<file path="src/sv/ctaphid_pkg.sv">
// ============================================================================
// CTAPHID message reassembler package
// Shared widths, result and error codes, and the command and status records
// that pass between the controller and the datapath.
// ============================================================================
package ctaphid_pkg;

    localparam int COUNT_W   = 8;
    localparam int ELAPSED_W = 17;
    localparam int TIMEOUT_W = 16;
    localparam int LENGTH_W  = 16;
    localparam int CHANNEL_W = 32;
    localparam int INIT_HDR  = 7;
    localparam int CONT_HDR  = 5;
    localparam int HDR_AW    = 3;

    localparam logic [TIMEOUT_W-1:0] TIMEOUT_RESET = 16'd1000;

    localparam logic [1:0] KIND_PAYLOAD  = 2'd0;
    localparam logic [1:0] KIND_COMPLETE = 2'd1;
    localparam logic [1:0] KIND_ERROR    = 2'd2;

    localparam logic [1:0] ERR_LENGTH   = 2'd0;
    localparam logic [1:0] ERR_NOT_INIT = 2'd1;
    localparam logic [1:0] ERR_SEQUENCE = 2'd2;
    localparam logic [1:0] ERR_TIMEOUT  = 2'd3;

    typedef struct packed {
        logic       count_clear;
        logic       start_init;
        logic       start_cont;
        logic       go_idle;
        logic       tick_step;
        logic       rd_step;
        logic       load_out;
        logic [1:0] out_kind;
        logic [1:0] out_err;
        logic       out_last;
    } dp_cmd_t;

    typedef struct packed {
        logic len_ok;
        logic collecting;
        logic is_init;
        logic cid_match;
        logic seq_ok;
        logic timeout_hit;
        logic take_zero;
        logic remaining_zero;
        logic out_free;
    } dp_status_t;

endpackage

</file>
<file path="src/sv/ctaphid_in_if.sv">
// ============================================================================
// Report input channel
// Carries one received report byte or one millisecond tick per request.
// ============================================================================
interface ctaphid_in_if;
    logic       valid;
    logic       ready;
    logic       command;
    logic [7:0] report_byte;
    logic       report_end;

    modport source (output valid, output command, output report_byte, output report_end,
                    input ready);
    modport sink (input valid, input command, input report_byte, input report_end,
                  output ready);
endinterface

</file>
<file path="src/sv/ctaphid_out_if.sv">
// ============================================================================
// Result output channel
// Carries one payload byte, completion or error result per request.
// ============================================================================
interface ctaphid_out_if;
    logic        valid;
    logic        ready;
    logic [1:0]  out_kind;
    logic [7:0]  payload_byte;
    logic [31:0] channel_id;
    logic [7:0]  frame_command;
    logic [15:0] message_length;
    logic [1:0]  error_code;
    logic        last;

    modport source (output valid, output out_kind, output payload_byte, output channel_id,
                    output frame_command, output message_length, output error_code,
                    output last, input ready);
    modport sink (input valid, input out_kind, input payload_byte, input channel_id,
                  input frame_command, input message_length, input error_code,
                  input last, output ready);
endinterface

</file>
<file path="src/sv/ctaphid_datapath.sv">
// ============================================================================
// CTAPHID reassembler datapath
// Report buffer memory, header capture, message state, tick counter and the
// output register.
// ============================================================================
module ctaphid_datapath
    import ctaphid_pkg::*;
#(
    parameter int REPORT_BYTES = 64
)
(
    input  logic                 clk,
    input  logic                 rst_n,
    input  logic                 in_fire,
    input  logic                 in_command,
    input  logic [7:0]           in_byte,
    input  logic                 cfg_wr_en,
    input  logic [TIMEOUT_W-1:0] cfg_wr_data,
    input  dp_cmd_t              cmd,
    output dp_status_t           status,
    input  logic                 out_ready,
    output logic                 out_valid,
    output logic [1:0]           out_kind,
    output logic [7:0]           payload_byte,
    output logic [CHANNEL_W-1:0] channel_id,
    output logic [7:0]           frame_command,
    output logic [LENGTH_W-1:0]  message_length,
    output logic [1:0]           error_code,
    output logic                 last
);

    localparam int AW       = $clog2(REPORT_BYTES);
    localparam int CAP_INIT = REPORT_BYTES - INIT_HDR;
    localparam int CAP_CONT = REPORT_BYTES - CONT_HDR;
    localparam int TW       = $clog2(CAP_CONT + 1);

    logic [7:0]           buffer_mem [REPORT_BYTES];
    logic [7:0]           hdr_reg [INIT_HDR];
    logic [7:0]           rd_data_reg;
    logic [COUNT_W-1:0]   count_reg;
    logic                 collecting_reg;
    logic [CHANNEL_W-1:0] held_channel_reg;
    logic [7:0]           held_command_reg;
    logic [LENGTH_W-1:0]  held_length_reg;
    logic [LENGTH_W-1:0]  remaining_reg;
    logic [7:0]           seq_reg;
    logic [ELAPSED_W-1:0] elapsed_reg;
    logic [TIMEOUT_W-1:0] timeout_reg;
    logic [TW-1:0]        take_reg;
    logic [AW-1:0]        rd_addr_reg;
    logic                 out_valid_reg;
    logic [1:0]           out_kind_reg;
    logic [7:0]           payload_byte_reg;
    logic [CHANNEL_W-1:0] channel_id_reg;
    logic [7:0]           frame_command_reg;
    logic [LENGTH_W-1:0]  message_length_reg;
    logic [1:0]           error_code_reg;
    logic                 last_reg;

    logic                 byte_fire;
    logic                 mem_wr;
    logic                 hdr_wr;
    logic [CHANNEL_W-1:0] cid;
    logic [LENGTH_W-1:0]  base_len;
    logic [LENGTH_W-1:0]  cap_len;
    logic [LENGTH_W-1:0]  take_wide;
    logic [TW-1:0]        take_next;
    logic [LENGTH_W-1:0]  remaining_next;
    logic [AW-1:0]        rd_start;
    logic [ELAPSED_W-1:0] elapsed_next;

    assign byte_fire = in_fire && !in_command;
    assign mem_wr    = byte_fire && (count_reg < COUNT_W'(REPORT_BYTES));
    assign hdr_wr    = byte_fire && (count_reg < COUNT_W'(INIT_HDR));
    assign cid       = {hdr_reg[3], hdr_reg[2], hdr_reg[1], hdr_reg[0]};

    assign base_len       = cmd.start_init ? {hdr_reg[5], hdr_reg[6]} : remaining_reg;
    assign cap_len        = cmd.start_init ? LENGTH_W'(CAP_INIT) : LENGTH_W'(CAP_CONT);
    assign take_wide      = (base_len < cap_len) ? base_len : cap_len;
    assign take_next      = take_wide[TW-1:0];
    assign remaining_next = base_len - take_wide;
    assign rd_start       = cmd.start_init ? AW'(INIT_HDR) : AW'(CONT_HDR);
    assign elapsed_next   = (elapsed_reg == '1) ? elapsed_reg : elapsed_reg + 1'b1;

    always_comb
    begin
        status.len_ok         = (count_reg == COUNT_W'(REPORT_BYTES));
        status.collecting     = collecting_reg;
        status.is_init        = hdr_reg[4][7];
        status.cid_match      = (cid == held_channel_reg);
        status.seq_ok         = !hdr_reg[4][7] && (hdr_reg[4] == seq_reg);
        status.timeout_hit    = (elapsed_next >= {1'b0, timeout_reg});
        status.take_zero      = (take_reg == '0);
        status.remaining_zero = (remaining_reg == '0);
        status.out_free       = !out_valid_reg || out_ready;
    end

    always_ff @(posedge clk)
    begin
        if (mem_wr)
        begin
            buffer_mem[count_reg[AW-1:0]] <= in_byte;
        end
        if (hdr_wr)
        begin
            hdr_reg[count_reg[HDR_AW-1:0]] <= in_byte;
        end
        if (cmd.rd_step)
        begin
            rd_data_reg <= buffer_mem[rd_addr_reg];
        end
    end

    always_ff @(posedge clk or negedge rst_n)
    begin
        if (!rst_n)
        begin
            count_reg        <= '0;
            collecting_reg   <= 1'b0;
            held_channel_reg <= '0;
            held_command_reg <= '0;
            held_length_reg  <= '0;
            remaining_reg    <= '0;
            seq_reg          <= '0;
            elapsed_reg      <= '0;
            timeout_reg      <= TIMEOUT_RESET;
            take_reg         <= '0;
            rd_addr_reg      <= '0;
            out_valid_reg    <= 1'b0;
        end
        else
        begin
            if (cfg_wr_en)
            begin
                timeout_reg <= cfg_wr_data;
            end

            if (cmd.count_clear)
            begin
                count_reg <= '0;
            end
            else if (byte_fire && (count_reg != '1))
            begin
                count_reg <= count_reg + 1'b1;
            end

            if (cmd.start_init)
            begin
                held_channel_reg <= cid;
                held_command_reg <= hdr_reg[4];
                held_length_reg  <= base_len;
                seq_reg          <= '0;
                elapsed_reg      <= '0;
                collecting_reg   <= 1'b1;
            end
            else if (cmd.go_idle)
            begin
                collecting_reg <= 1'b0;
            end

            if (cmd.start_cont)
            begin
                seq_reg <= seq_reg + 1'b1;
            end

            if (cmd.start_init || cmd.start_cont)
            begin
                take_reg      <= take_next;
                remaining_reg <= remaining_next;
                rd_addr_reg   <= rd_start;
            end
            else if (cmd.rd_step)
            begin
                take_reg    <= take_reg - 1'b1;
                rd_addr_reg <= rd_addr_reg + 1'b1;
            end

            if (cmd.tick_step && collecting_reg)
            begin
                elapsed_reg <= elapsed_next;
            end

            if (cmd.load_out)
            begin
                out_valid_reg <= 1'b1;
            end
            else if (out_ready)
            begin
                out_valid_reg <= 1'b0;
            end
        end
    end

    always_ff @(posedge clk)
    begin
        if (cmd.load_out)
        begin
            out_kind_reg       <= cmd.out_kind;
            payload_byte_reg   <= (cmd.out_kind == KIND_PAYLOAD) ? rd_data_reg : 8'h00;
            error_code_reg     <= (cmd.out_kind == KIND_ERROR) ? cmd.out_err : ERR_LENGTH;
            channel_id_reg     <= held_channel_reg;
            frame_command_reg  <= held_command_reg;
            message_length_reg <= held_length_reg;
            last_reg           <= cmd.out_last;
        end
    end

    assign out_valid      = out_valid_reg;
    assign out_kind       = out_kind_reg;
    assign payload_byte   = payload_byte_reg;
    assign channel_id     = channel_id_reg;
    assign frame_command  = frame_command_reg;
    assign message_length = message_length_reg;
    assign error_code     = error_code_reg;
    assign last           = last_reg;

`ifndef SYNTHESIS
    a_load_needs_room: assert property (@(posedge clk) disable iff (!rst_n)
        cmd.load_out |-> (!out_valid_reg || out_ready))
        else $error("Result loaded over a request that was not taken.");

    a_read_within_frame: assert property (@(posedge clk) disable iff (!rst_n)
        cmd.rd_step |-> (take_reg != '0))
        else $error("Buffer read past the end of the frame payload.");

    a_cont_while_collecting: assert property (@(posedge clk) disable iff (!rst_n)
        cmd.start_cont |-> collecting_reg)
        else $error("Continuation frame started while idle.");

    a_init_sets_collecting: assert property (@(posedge clk) disable iff (!rst_n)
        cmd.start_init |=> collecting_reg)
        else $error("Init frame did not start a message.");
`endif

endmodule

</file>
<file path="src/sv/ctaphid_ctrl.sv">
// ============================================================================
// CTAPHID reassembler controller
// Sequences report judging, tick handling, payload draining and the
// completion and error results.
// ============================================================================
module ctaphid_ctrl
    import ctaphid_pkg::*;
(
    input  logic       clk,
    input  logic       rst_n,
    input  logic       in_valid,
    input  logic       in_command,
    input  logic       in_end,
    output logic       in_ready,
    input  dp_status_t status,
    output dp_cmd_t    cmd
);

    typedef enum logic [2:0] {
        ST_IDLE,
        ST_JUDGE,
        ST_TICK,
        ST_FRAME,
        ST_EMIT,
        ST_COMPLETE,
        ST_ERROR
    } state_t;

    state_t     state_reg;
    state_t     state_next;
    logic [1:0] err_reg;
    logic [1:0] err_next;

    always_comb
    begin
        state_next = state_reg;
        err_next   = err_reg;
        cmd        = '0;
        case (state_reg)
            ST_IDLE:
            begin
                if (in_valid)
                begin
                    if (in_command)
                    begin
                        state_next = ST_TICK;
                    end
                    else if (in_end)
                    begin
                        state_next = ST_JUDGE;
                    end
                end
            end
            ST_JUDGE:
            begin
                cmd.count_clear = 1'b1;
                if (!status.len_ok)
                begin
                    if (status.collecting)
                    begin
                        state_next = ST_IDLE;
                    end
                    else
                    begin
                        err_next   = ERR_LENGTH;
                        state_next = ST_ERROR;
                    end
                end
                else if (!status.collecting)
                begin
                    if (!status.is_init)
                    begin
                        err_next   = ERR_NOT_INIT;
                        state_next = ST_ERROR;
                    end
                    else
                    begin
                        cmd.start_init = 1'b1;
                        state_next     = ST_FRAME;
                    end
                end
                else if (!status.cid_match)
                begin
                    state_next = ST_IDLE;
                end
                else if (!status.seq_ok)
                begin
                    cmd.go_idle = 1'b1;
                    err_next    = ERR_SEQUENCE;
                    state_next  = ST_ERROR;
                end
                else
                begin
                    cmd.start_cont = 1'b1;
                    state_next     = ST_FRAME;
                end
            end
            ST_TICK:
            begin
                cmd.tick_step = 1'b1;
                if (status.collecting && status.timeout_hit)
                begin
                    cmd.go_idle = 1'b1;
                    err_next    = ERR_TIMEOUT;
                    state_next  = ST_ERROR;
                end
                else
                begin
                    state_next = ST_IDLE;
                end
            end
            ST_FRAME:
            begin
                if (!status.take_zero)
                begin
                    cmd.rd_step = 1'b1;
                    state_next  = ST_EMIT;
                end
                else if (status.remaining_zero)
                begin
                    state_next = ST_COMPLETE;
                end
                else
                begin
                    state_next = ST_IDLE;
                end
            end
            ST_EMIT:
            begin
                if (status.out_free)
                begin
                    cmd.load_out = 1'b1;
                    cmd.out_kind = KIND_PAYLOAD;
                    cmd.out_last = status.take_zero && !status.remaining_zero;
                    state_next   = ST_FRAME;
                end
            end
            ST_COMPLETE:
            begin
                if (status.out_free)
                begin
                    cmd.load_out = 1'b1;
                    cmd.out_kind = KIND_COMPLETE;
                    cmd.out_last = 1'b1;
                    cmd.go_idle  = 1'b1;
                    state_next   = ST_IDLE;
                end
            end
            ST_ERROR:
            begin
                if (status.out_free)
                begin
                    cmd.load_out = 1'b1;
                    cmd.out_kind = KIND_ERROR;
                    cmd.out_err  = err_reg;
                    cmd.out_last = 1'b1;
                    state_next   = ST_IDLE;
                end
            end
            default:
            begin
                state_next = ST_IDLE;
            end
        endcase
    end

    always_ff @(posedge clk or negedge rst_n)
    begin
        if (!rst_n)
        begin
            state_reg <= ST_IDLE;
            err_reg   <= ERR_LENGTH;
        end
        else
        begin
            state_reg <= state_next;
            err_reg   <= err_next;
        end
    end

    assign in_ready = (state_reg == ST_IDLE);

endmodule

</file>
<file path="src/sv/ctaphid_message_reassembler.sv">
// Timing: a report byte or tick is taken while the controller is idle; a report's last
// byte is judged in the following cycle, and a rejected report's error is offered from
// the error state once the output register is free. Throughput: non-final bytes one per
// cycle while idle; each payload byte is read from the buffer, then loaded into the one
// output register when it is free, and no new report byte or tick is taken meanwhile.
// Reset: rst_n is asynchronous; the buffer is not cleared and needs no clearing pass.
// ============================================================================
// CTAPHID message reassembler
// Buffers received HID reports, checks init and continuation frames, and
// drains the reassembled payload with completion, error and timeout results.
// ============================================================================
module ctaphid_message_reassembler
    import ctaphid_pkg::*;
#(
    parameter int REPORT_BYTES = 64
)
(
    input  logic                 clk,
    input  logic                 rst_n,
    ctaphid_in_if.sink           report,
    ctaphid_out_if.source        result,
    input  logic                 cfg_wr_en,
    input  logic [TIMEOUT_W-1:0] cfg_wr_data
);

    dp_cmd_t    cmd;
    dp_status_t status;
    logic       in_ready;
    logic       in_fire;

    assign report.ready = in_ready;
    assign in_fire      = report.valid && in_ready;

    ctaphid_ctrl u_ctrl (
        .clk        (clk),
        .rst_n      (rst_n),
        .in_valid   (report.valid),
        .in_command (report.command),
        .in_end     (report.report_end),
        .in_ready   (in_ready),
        .status     (status),
        .cmd        (cmd)
    );

    ctaphid_datapath #(
        .REPORT_BYTES (REPORT_BYTES)
    ) u_datapath (
        .clk            (clk),
        .rst_n          (rst_n),
        .in_fire        (in_fire),
        .in_command     (report.command),
        .in_byte        (report.report_byte),
        .cfg_wr_en      (cfg_wr_en),
        .cfg_wr_data    (cfg_wr_data),
        .cmd            (cmd),
        .status         (status),
        .out_ready      (result.ready),
        .out_valid      (result.valid),
        .out_kind       (result.out_kind),
        .payload_byte   (result.payload_byte),
        .channel_id     (result.channel_id),
        .frame_command  (result.frame_command),
        .message_length (result.message_length),
        .error_code     (result.error_code),
        .last           (result.last)
    );

endmodule
</file>
<file path="src/flat_wrapper.sv">
// flat-port wrapper written by rule: the top's interface ports become plain ports
module ctaphid_message_reassembler_flat import ctaphid_pkg::*;
#(
    parameter int REPORT_BYTES = 64
)
  (clk, rst_n, cfg_wr_en, cfg_wr_data, report_valid, report_command, report_report_byte, report_report_end, report_ready, result_valid, result_out_kind, result_payload_byte, result_channel_id, result_frame_command, result_message_length, result_error_code, result_last, result_ready);
  ctaphid_in_if report_i ();
  ctaphid_out_if result_i ();
  input  logic clk;
  input  logic rst_n;
  input  logic cfg_wr_en;
  input  logic [TIMEOUT_W-1:0] cfg_wr_data;
  input wire logic [$bits(report_i.valid)-1:0] report_valid;
  input wire logic [$bits(report_i.command)-1:0] report_command;
  input wire logic [$bits(report_i.report_byte)-1:0] report_report_byte;
  input wire logic [$bits(report_i.report_end)-1:0] report_report_end;
  output wire logic [$bits(report_i.ready)-1:0] report_ready;
  output wire logic [$bits(result_i.valid)-1:0] result_valid;
  output wire logic [$bits(result_i.out_kind)-1:0] result_out_kind;
  output wire logic [$bits(result_i.payload_byte)-1:0] result_payload_byte;
  output wire logic [$bits(result_i.channel_id)-1:0] result_channel_id;
  output wire logic [$bits(result_i.frame_command)-1:0] result_frame_command;
  output wire logic [$bits(result_i.message_length)-1:0] result_message_length;
  output wire logic [$bits(result_i.error_code)-1:0] result_error_code;
  output wire logic [$bits(result_i.last)-1:0] result_last;
  input wire logic [$bits(result_i.ready)-1:0] result_ready;
  assign report_i.valid = report_valid;
  assign report_i.command = report_command;
  assign report_i.report_byte = report_report_byte;
  assign report_i.report_end = report_report_end;
  assign report_ready = report_i.ready;
  assign result_valid = result_i.valid;
  assign result_out_kind = result_i.out_kind;
  assign result_payload_byte = result_i.payload_byte;
  assign result_channel_id = result_i.channel_id;
  assign result_frame_command = result_i.frame_command;
  assign result_message_length = result_i.message_length;
  assign result_error_code = result_i.error_code;
  assign result_last = result_i.last;
  assign result_i.ready = result_ready;
  ctaphid_message_reassembler #(.REPORT_BYTES(REPORT_BYTES)) u_core (.clk(clk), .rst_n(rst_n), .report(report_i), .result(result_i), .cfg_wr_en(cfg_wr_en), .cfg_wr_data(cfg_wr_data));
endmodule
</file>
<file path="config.mk">
export PLATFORM = sky130hd
export DESIGN_NAME = ctaphid_message_reassembler_flat
export DESIGN_NICKNAME = d
export VERILOG_FILES = /design/src/sv/ctaphid_pkg.sv /design/src/sv/ctaphid_in_if.sv /design/src/sv/ctaphid_out_if.sv /design/src/sv/ctaphid_datapath.sv /design/src/sv/ctaphid_ctrl.sv /design/src/sv/ctaphid_message_reassembler.sv /design/src/flat_wrapper.sv
export SDC_FILE = /design/constraint.sdc
export NUM_CORES = 1
export LEC_CHECK = 0
export ABC_AREA = 1
export ABC_CLOCK_PERIOD_IN_PS = 5150
export BUFFER_PORTS_ARGS = -buffer_cell sky130_fd_sc_hd__buf_4
export CELL_PAD_IN_SITES_DETAIL_PLACEMENT = 1
export CELL_PAD_IN_SITES_GLOBAL_PLACEMENT = 1
export CORE_MARGIN = 3
export CORE_UTILIZATION = 51
export DETAILED_ROUTE_END_ITERATION = 12
export PLACE_DENSITY_LB_ADDON = 0.1
export SLEW_MARGIN = 20
export SYNTH_ARGS = -nofsm -noshare
export SYNTH_HDL_FRONTEND = slang
export SYNTH_HIERARCHICAL = 1
export SYNTH_SLANG_ARGS = --single-unit
</file>
<file path="constraint.sdc">
create_clock -name clk -period 5.15 [get_ports clk]
set_input_delay 0 -clock clk [delete_from_list [all_inputs] [get_ports clk]]
set_output_delay 0 -clock clk [all_outputs]
set_load 0.03 [all_outputs]
</file>
* Yosys cells after proc, flatten, opt, wreduce, memory -nomap -nowiden
Memory sizes are Yosys's and may differ from the RTL's. A register that Yosys moved wholly into a read port is not among the register bits. Index checks and enable logic that the tools add are counted.
Word-level totals: register bits after elaboration 209, bits in writable memories 568, bits of input ports 31, output and inout port bits 71, memories 2
Cells by class: $add $sub $neg 6, magnitude comparators 4, equality and inequality tests 21, mux-type cells 66, reductions and logical operators 30
Memory list:
- u_core.u_datapath.buffer_mem | depth 64, width 8, read ports 1, clocked after Yosys merged registers in 1, write ports 1, RTL line ctaphid_datapath.sv:37 | logic [7:0] buffer_mem [REPORT_BYTES];
- u_core.u_datapath.hdr_reg | depth 7, width 8, read ports 7, clocked after Yosys merged registers in 0, write ports 1, RTL line ctaphid_datapath.sv:38 | logic [7:0] hdr_reg [INIT_HDR];
Operator list (count):
- 2-to-1 mux 3 bit | 18
- 2-to-1 mux 17 bit | 3
- equality test 32 bit | 1
- 2-to-1 mux 16 bit | 2
- 2-to-1 mux 8 bit | 4
- 2-to-1 mux 6 bit | 5
- 2-to-1 mux 2 bit | 11
- 2-to-1 mux 1 bit | 18
- case mux 3 bit (6 select lines) | 1
- adder 17 x 1 -> 17 bit (second input constant) | 1
- equality test 17 bit (second input constant) | 1
- greater-or-equal comparator 17 x 16 -> 1 bit | 1
- adder 8 x 1 -> 8 bit (second input constant) | 2
- zero test 16 bit | 1
- less-than comparator 16 x 6 -> 1 bit | 1
- subtractor 16 bit | 1
- nonzero test 2 bit | 7
- inequality test 3 bit (second input constant) | 4
- equality test 3 bit (second input constant) | 3
- logical AND 1 bit | 9
- case mux 3 bit (3 select lines) | 1
- equality test 8 x 7 -> 1 bit (second input constant) | 1
- equality test 8 bit | 1
- less-than comparator 8 x 3 -> 1 bit (second input constant) | 1
- other kinds (21) | 29

* Logic depth before layout (Yosys ltp)
An unclocked memory read counts as a cell.
depth in word-level cells 12, mapped depth 28

* Cells and area by module
Netlist, hierarchy kept.
By module, submodules not included:
- ctaphid_datapath | times used 1, cells each 2598, area an instance 31659.1 µm², seq. area each 22754.3 µm²
- ctaphid_ctrl | times used 1, cells each 80, area an instance 480.5 µm², seq. area each 125.1 µm²
- ctaphid_message_reassembler | times used 1, cells each 2, area an instance 7.5 µm², seq. area each 0.0 µm²

* Worst setup path after synthesis
Ideal clock, no wire load.
path kind reg2reg, start point register u_core.u_datapath.out_valid_reg, in the netlist u_core/u_datapath/out_valid, end point register u_core.u_datapath.channel_id_reg[0], in the netlist u_core/u_datapath/channel_id[0], enable pin, setup time 0.500 ns, arrival time 3.658 ns, data required time 4.650 ns, setup slack 0.991 ns, cell stages (with the launch flop) 4, clock period less this slack 4.159 ns, cell sequence dfrtp_1 -> nand2_1 -> nand2_1 -> nor2_1
RTL lines:
- from (decl) | RTL line ctaphid_datapath.sv:51 | logic out_valid_reg;
- from (signal assigned) | RTL line ctaphid_datapath.sv:129 | out_valid_reg <= 1'b0;
- from (signal assigned) | RTL line ctaphid_datapath.sv:185 | out_valid_reg <= 1'b1;
- from (signal assigned) | RTL line ctaphid_datapath.sv:189 | out_valid_reg <= 1'b0;
- to (signal assigned) | RTL line ctaphid_datapath.sv:201 | channel_id_reg <= held_channel_reg;
- to (decl) | RTL line ctaphid_datapath.sv:54 | logic [CHANNEL_W-1:0] channel_id_reg;

==> summary.log <==
qor: synth.synth-seq-cells 785
qor: worst_hold_path.hold_path.class input pin to async pin
qor: power_and_ir_drop.p_int 10.7 mW
qor: layout.fillCellCount 6198
qor: route.ant_nets 0
qor: route.detailroute.via_count 21.9k
qor: layout.largest_register_ff_count 512
qor: run_status.run_status complete, no violations
qor: setup_path.worst-r2r-setup-slack 0.50 ns
qor: sta.timing_max_transition_violations_final 0
qor: sta.rsz0062_at_grt no
qor: power_and_ir_drop.fraction_of_power_spent_switching_nets 0.238
qor: layout.finish.instance_area 36700 µm²
qor: synth.ys_types 54
qor: placement.gp_congestion 0.834
qor: sta.hold_viol_final 0
qor: route.detailedRoute.firstIterationViolations 1782
qor: power_and_ir_drop.seq_power_share 0.514
qor: setup_path.cpMostUsedCell sky130_fd_sc_hd__nand2_1
qor: sta.slew-limit-headroom 0.289
qor: global_routing.grt_use_total 0.273
qor: layout.fin_cells 3709
qor: die.initial_utilization 0.518
qor: clock_tree.inserted_clock_buffers 82
qor: setup_path.cp_num_buf_inv 3
qor: sta.maximum_operating_frequency 0.215 GHz
qor: setup_path.crit_path_max_incr_delay 0.47 ns
qor: sta.setup_ws 0.502 ns
qor: route.routed_wirelength 89800 µm
qor: clock_tree.clock_transition_at_the_registers_of_the_reported_paths 0.07 ns
qor: layout.antenna_diodes 0
qor: die.top_level_ports 102
qor: global_routing.first_pass_grt_wire_length 139000 µm
qor: setup_path.regToRegStartpoint u_core/u_datapath/count_reg[0]
qor: synth.post-synth-top-area-cell sky130_fd_sc_hd__edfxtp_1
qor: clock_tree.clock_latency 0.62 ns
qor: placement.post-dp-hpwl 52300 µm
qor: route.detailedRoute.firstPassIterationCount 5
qor: clock_tree.tritoncts_clock_tree built
qor: power_and_ir_drop.static-leakage-power 13.6 nW
qor: clock_tree.clock-sinks 785
qor: power_and_ir_drop.pwr-share-clk 0.401
qor: setup_path.critical-path-slowest-cell sky130_fd_sc_hd__dfrtp_1
qor: die.die_h 257 µm
qor: route.wl_per_cell 24.2 µm
qor: setup_path.r2r_end u_core/u_datapath/remaining_reg[14]
qor: die.dieArea 66100 µm²
qor: placement.placed_cells 3508
qor: route.drc 0
qor: sta.period_share 0.902
qor: synth.synth_nets 2737
qor: clock_tree.cts_buffer_depth 3
qor: setup_path.worstSetupPathType flop to flop
qor: power_and_ir_drop.irDropWorstVdd 0.337 mV
qor: die.core_region_area 62100 µm²
qor: power_and_ir_drop.power_switching 3.36 mW
qor: die.floorplan.rows 91
qor: placement.placement.io_buffers 101
qor: setup_path.cp-start-kind flop
qor: global_routing.antenna_violations_before_repair 1
qor: synth.synthTopCellsByArea sky130_fd_sc_hd__edfxtp_1 (60%), sky130_fd_sc_hd__dfrtp_1 (10%), sky130_fd_sc_hd__o21ai_0 (5.3%)
qor: clock_tree.cts.root.buffer_cell sky130_fd_sc_hd__clkbuf_16
qor: setup_path.path_cells inv_2 -> ha_1 -> nand2_1 -> nor4_2 -> nand3_1 -> nor2_4 -> buf_4 -> nand2_1 -> o21ai_0 -> ha_1 -> nand2_1 -> nand2_1 -> nand2_1 -> nand3_4 -> inv_1 -> nand2_1 -> o21a_1 -> fa_1 -> nand2_4 -> nand2_4 -> nand2_2 -> a21oi_1 -> o21ai_1 -> o21ai_1
qor: placement.placement.cell_area 33600 µm²
qor: synth.synth-warning-count 6
qor: global_routing.grt_start_max_net_pins 195
qor: setup_path.number_of_cell_instances_on_the_worst_register_to_register_path 24
qor: synth.synthesis.area_per_instance 12.0 µm²
qor: sta.tns 0 ns
qor: layout.most_common_cell_after_layout_fill_and_taps_aside sky130_fd_sc_hd__edfxtp_1
qor: route.detail_route.vias_per_cell 5.91
qor: synth.netlist_instances 2680
qor: power_and_ir_drop.combPwrFrac 0.085
qor: sta.finClkSkew 0.0225 ns
qor: synth.synth_area 32100 µm²
qor: layout.most-common-layout-cells sky130_fd_sc_hd__edfxtp_1 (645), sky130_fd_sc_hd__nor2_1 (387), sky130_fd_sc_hd__nand2_1 (386)
qor: placement.place_ws 0.311 ns
qor: layout.finish.net_count 2864
qor: setup_path.worstPathArrival 5.11 ns
qor: global_routing.via_count_of_the_first_global_routing_pass 23.2k
qor: setup_path.critPathMaxFanout 23
qor: clock_tree.htree_levels 3
qor: layout.final_core_utilization 0.592
qor: power_and_ir_drop.p_per_area 384 nW/µm²
qor: layout.drive_above_1_share 0.107
qor: flow_run.cap_viol_max_count 0
qor: synth.synth_sequential_area_ratio 0.712
qor: layout.multi_input_area 8150 µm²
qor: layout.register_area 22900 µm²
qor: sta.worstMarginPinSlew 1.06 ns
qor: layout.area.growth.synth_to_final 14.2%
qor: setup_path.critPathRequiredTime 5.62 ns
qor: global_routing.global_route.overflow_total 0
qor: synth.synth_top_area_share 0.602
qor: setup_path.timing.critical_path.max_delay_family simple AND/OR/NAND/NOR gates
qor: sta.period_needed 4.65 ns
qor: die.die_w 257 µm
qor: setup_path.endpoint_class_of_the_critical_path flop
qor: sta.setup-violations-final 0
## through the flow
| stage | total power [mW] | hold WS, ns |
|---|---|---|
| 2_1_floorplan | 8.02 | -0.296 |
| 3_3_place_gp | 8.47 | 0.0859 |
| 3_5_place_dp | 8.53 | 0.0920 |
| 4_1_cts | 14.2 | 0.00417 |
| 5_1_grt | 14.6 | 0.0574 |
| 6_report | 14.1 | 0.00898 |
## synth_stat cells (all sizes together)
master	number
edfxtp	645
fa	1
or2	1
o21a	8
nand4	48
a21oi	33
nor3b	2
dfrtp	134
a31oi	3
and2	1
o311ai	1
o2111ai	1
a21o	2
o211ai	13
nor2	400
dfstp	6
nand2	406
a2111oi	1
ha	25
nand3	92
o22ai	86
xnor2	3
a211oi	3
o221ai	54
clkbuf	105
clkinv	4
a221oi	9
nand3b	1
buf	30
inv	150
nor4	11
mux2	1
xor2	32
nor3	18
a21boi	2
o21ai	348
## final cells by class
cell class	instances	area share
clock buffers	111	0.0614
clock inverters	38	0.00767
inverters	154	0.0160
multi-input cells	1606	0.222
flip-flops and latches	785	0.623
well taps	837	0.0285
repair buffers	178	0.0411
## cells by family (layout without fill, tap and decap cells)
logic type                 after synthesis  count (layout)  synth area share
adders and majority gates               26              26            0.0104
DFF                                    785             785             0.712
muxes                                    1               1          0.000350
buffers and inverters                  289             481            0.0356
xor gates and xnor gates                35              35           0.00954
AOI/OAI and AO/OA                      564             564             0.102
and+or+nand+nor                        980             980             0.130
## worst max-delay path by stage
| stage | start | to | cells past startpoint |
|---|---|---|---|
| finish | u_core/u_datapath/count_reg[0] | u_core/u_datapath/remaining_reg[14] | 24 |
| global route | u_core/u_datapath/count_reg[0] | u_core/u_datapath/remaining_reg[14] | 24 |
| CTS | u_core/u_datapath/count_reg[0] | u_core/u_datapath/remaining_reg[14] | 24 |
| detailed placement | u_core/u_datapath/count_reg[0] | u_core/u_datapath/remaining_reg[14] | 24 |
| global placement | u_core/u_datapath/count_reg[0] | u_core/u_datapath/remaining_reg[10] | 24 |
| floorplan | u_core/u_datapath/out_valid | u_core/u_datapath/channel_id[0] | 3 |
## power groups by stage
| stage | Combinational [mW] | Sequential [mW] | Clock [mW] |
|---|---|---|---|
| 3_3_place_gp | 1.10 | 7.37 | 0 |
| 6_report | 1.19 | 7.25 | 5.66 |
| 5_1_grt | 1.29 | 7.27 | 6.05 |
| 3_5_place_dp | 1.14 | 7.38 | 0 |
| 2_1_floorplan | 0.398 | 7.62 | 0 |
| 4_1_cts | 1.19 | 7.25 | 5.78 |
## per-layer routing
metal / part of all wire / global-route usage
met5: 0.00012 / 0
met4: 0.029 / 0.0890
met3: 0.055 / 0.0378
met2: 0.49 / 0.459
met1: 0.43 / 0.369
## worst reg2reg max path: stages (launching register included)
cell and delay (ns):
sky130_fd_sc_hd__dfrtp_1 0.47, sky130_fd_sc_hd__inv_2 0.19, sky130_fd_sc_hd__ha_1 0.18, sky130_fd_sc_hd__nand2_1 0.06, sky130_fd_sc_hd__nor4_2 0.39, sky130_fd_sc_hd__nand3_1 0.28, sky130_fd_sc_hd__nor2_4 0.22, sky130_fd_sc_hd__buf_4 0.30
sky130_fd_sc_hd__nand2_1 0.13, sky130_fd_sc_hd__o21ai_0 0.20, sky130_fd_sc_hd__ha_1 0.31, sky130_fd_sc_hd__nand2_1 0.07, sky130_fd_sc_hd__nand2_1 0.05, sky130_fd_sc_hd__nand2_1 0.12, sky130_fd_sc_hd__nand3_4 0.15, sky130_fd_sc_hd__inv_1 0.19
sky130_fd_sc_hd__nand2_1 0.09, sky130_fd_sc_hd__o21a_1 0.15, sky130_fd_sc_hd__fa_1 0.44, sky130_fd_sc_hd__nand2_4 0.13, sky130_fd_sc_hd__nand2_4 0.09, sky130_fd_sc_hd__nand2_2 0.08, sky130_fd_sc_hd__a21oi_1 0.06, sky130_fd_sc_hd__o21ai_1 0.08
sky130_fd_sc_hd__o21ai_1 0.08
## timing repair
item	in CTS	in global routing
hold buffers	52	0
buffers inserted	0	0
gates resized for setup	0	1
endpoints found under the hold margin	95	0
endpoints found under the setup margin	0	14
(Power assumes the default switching activity.)
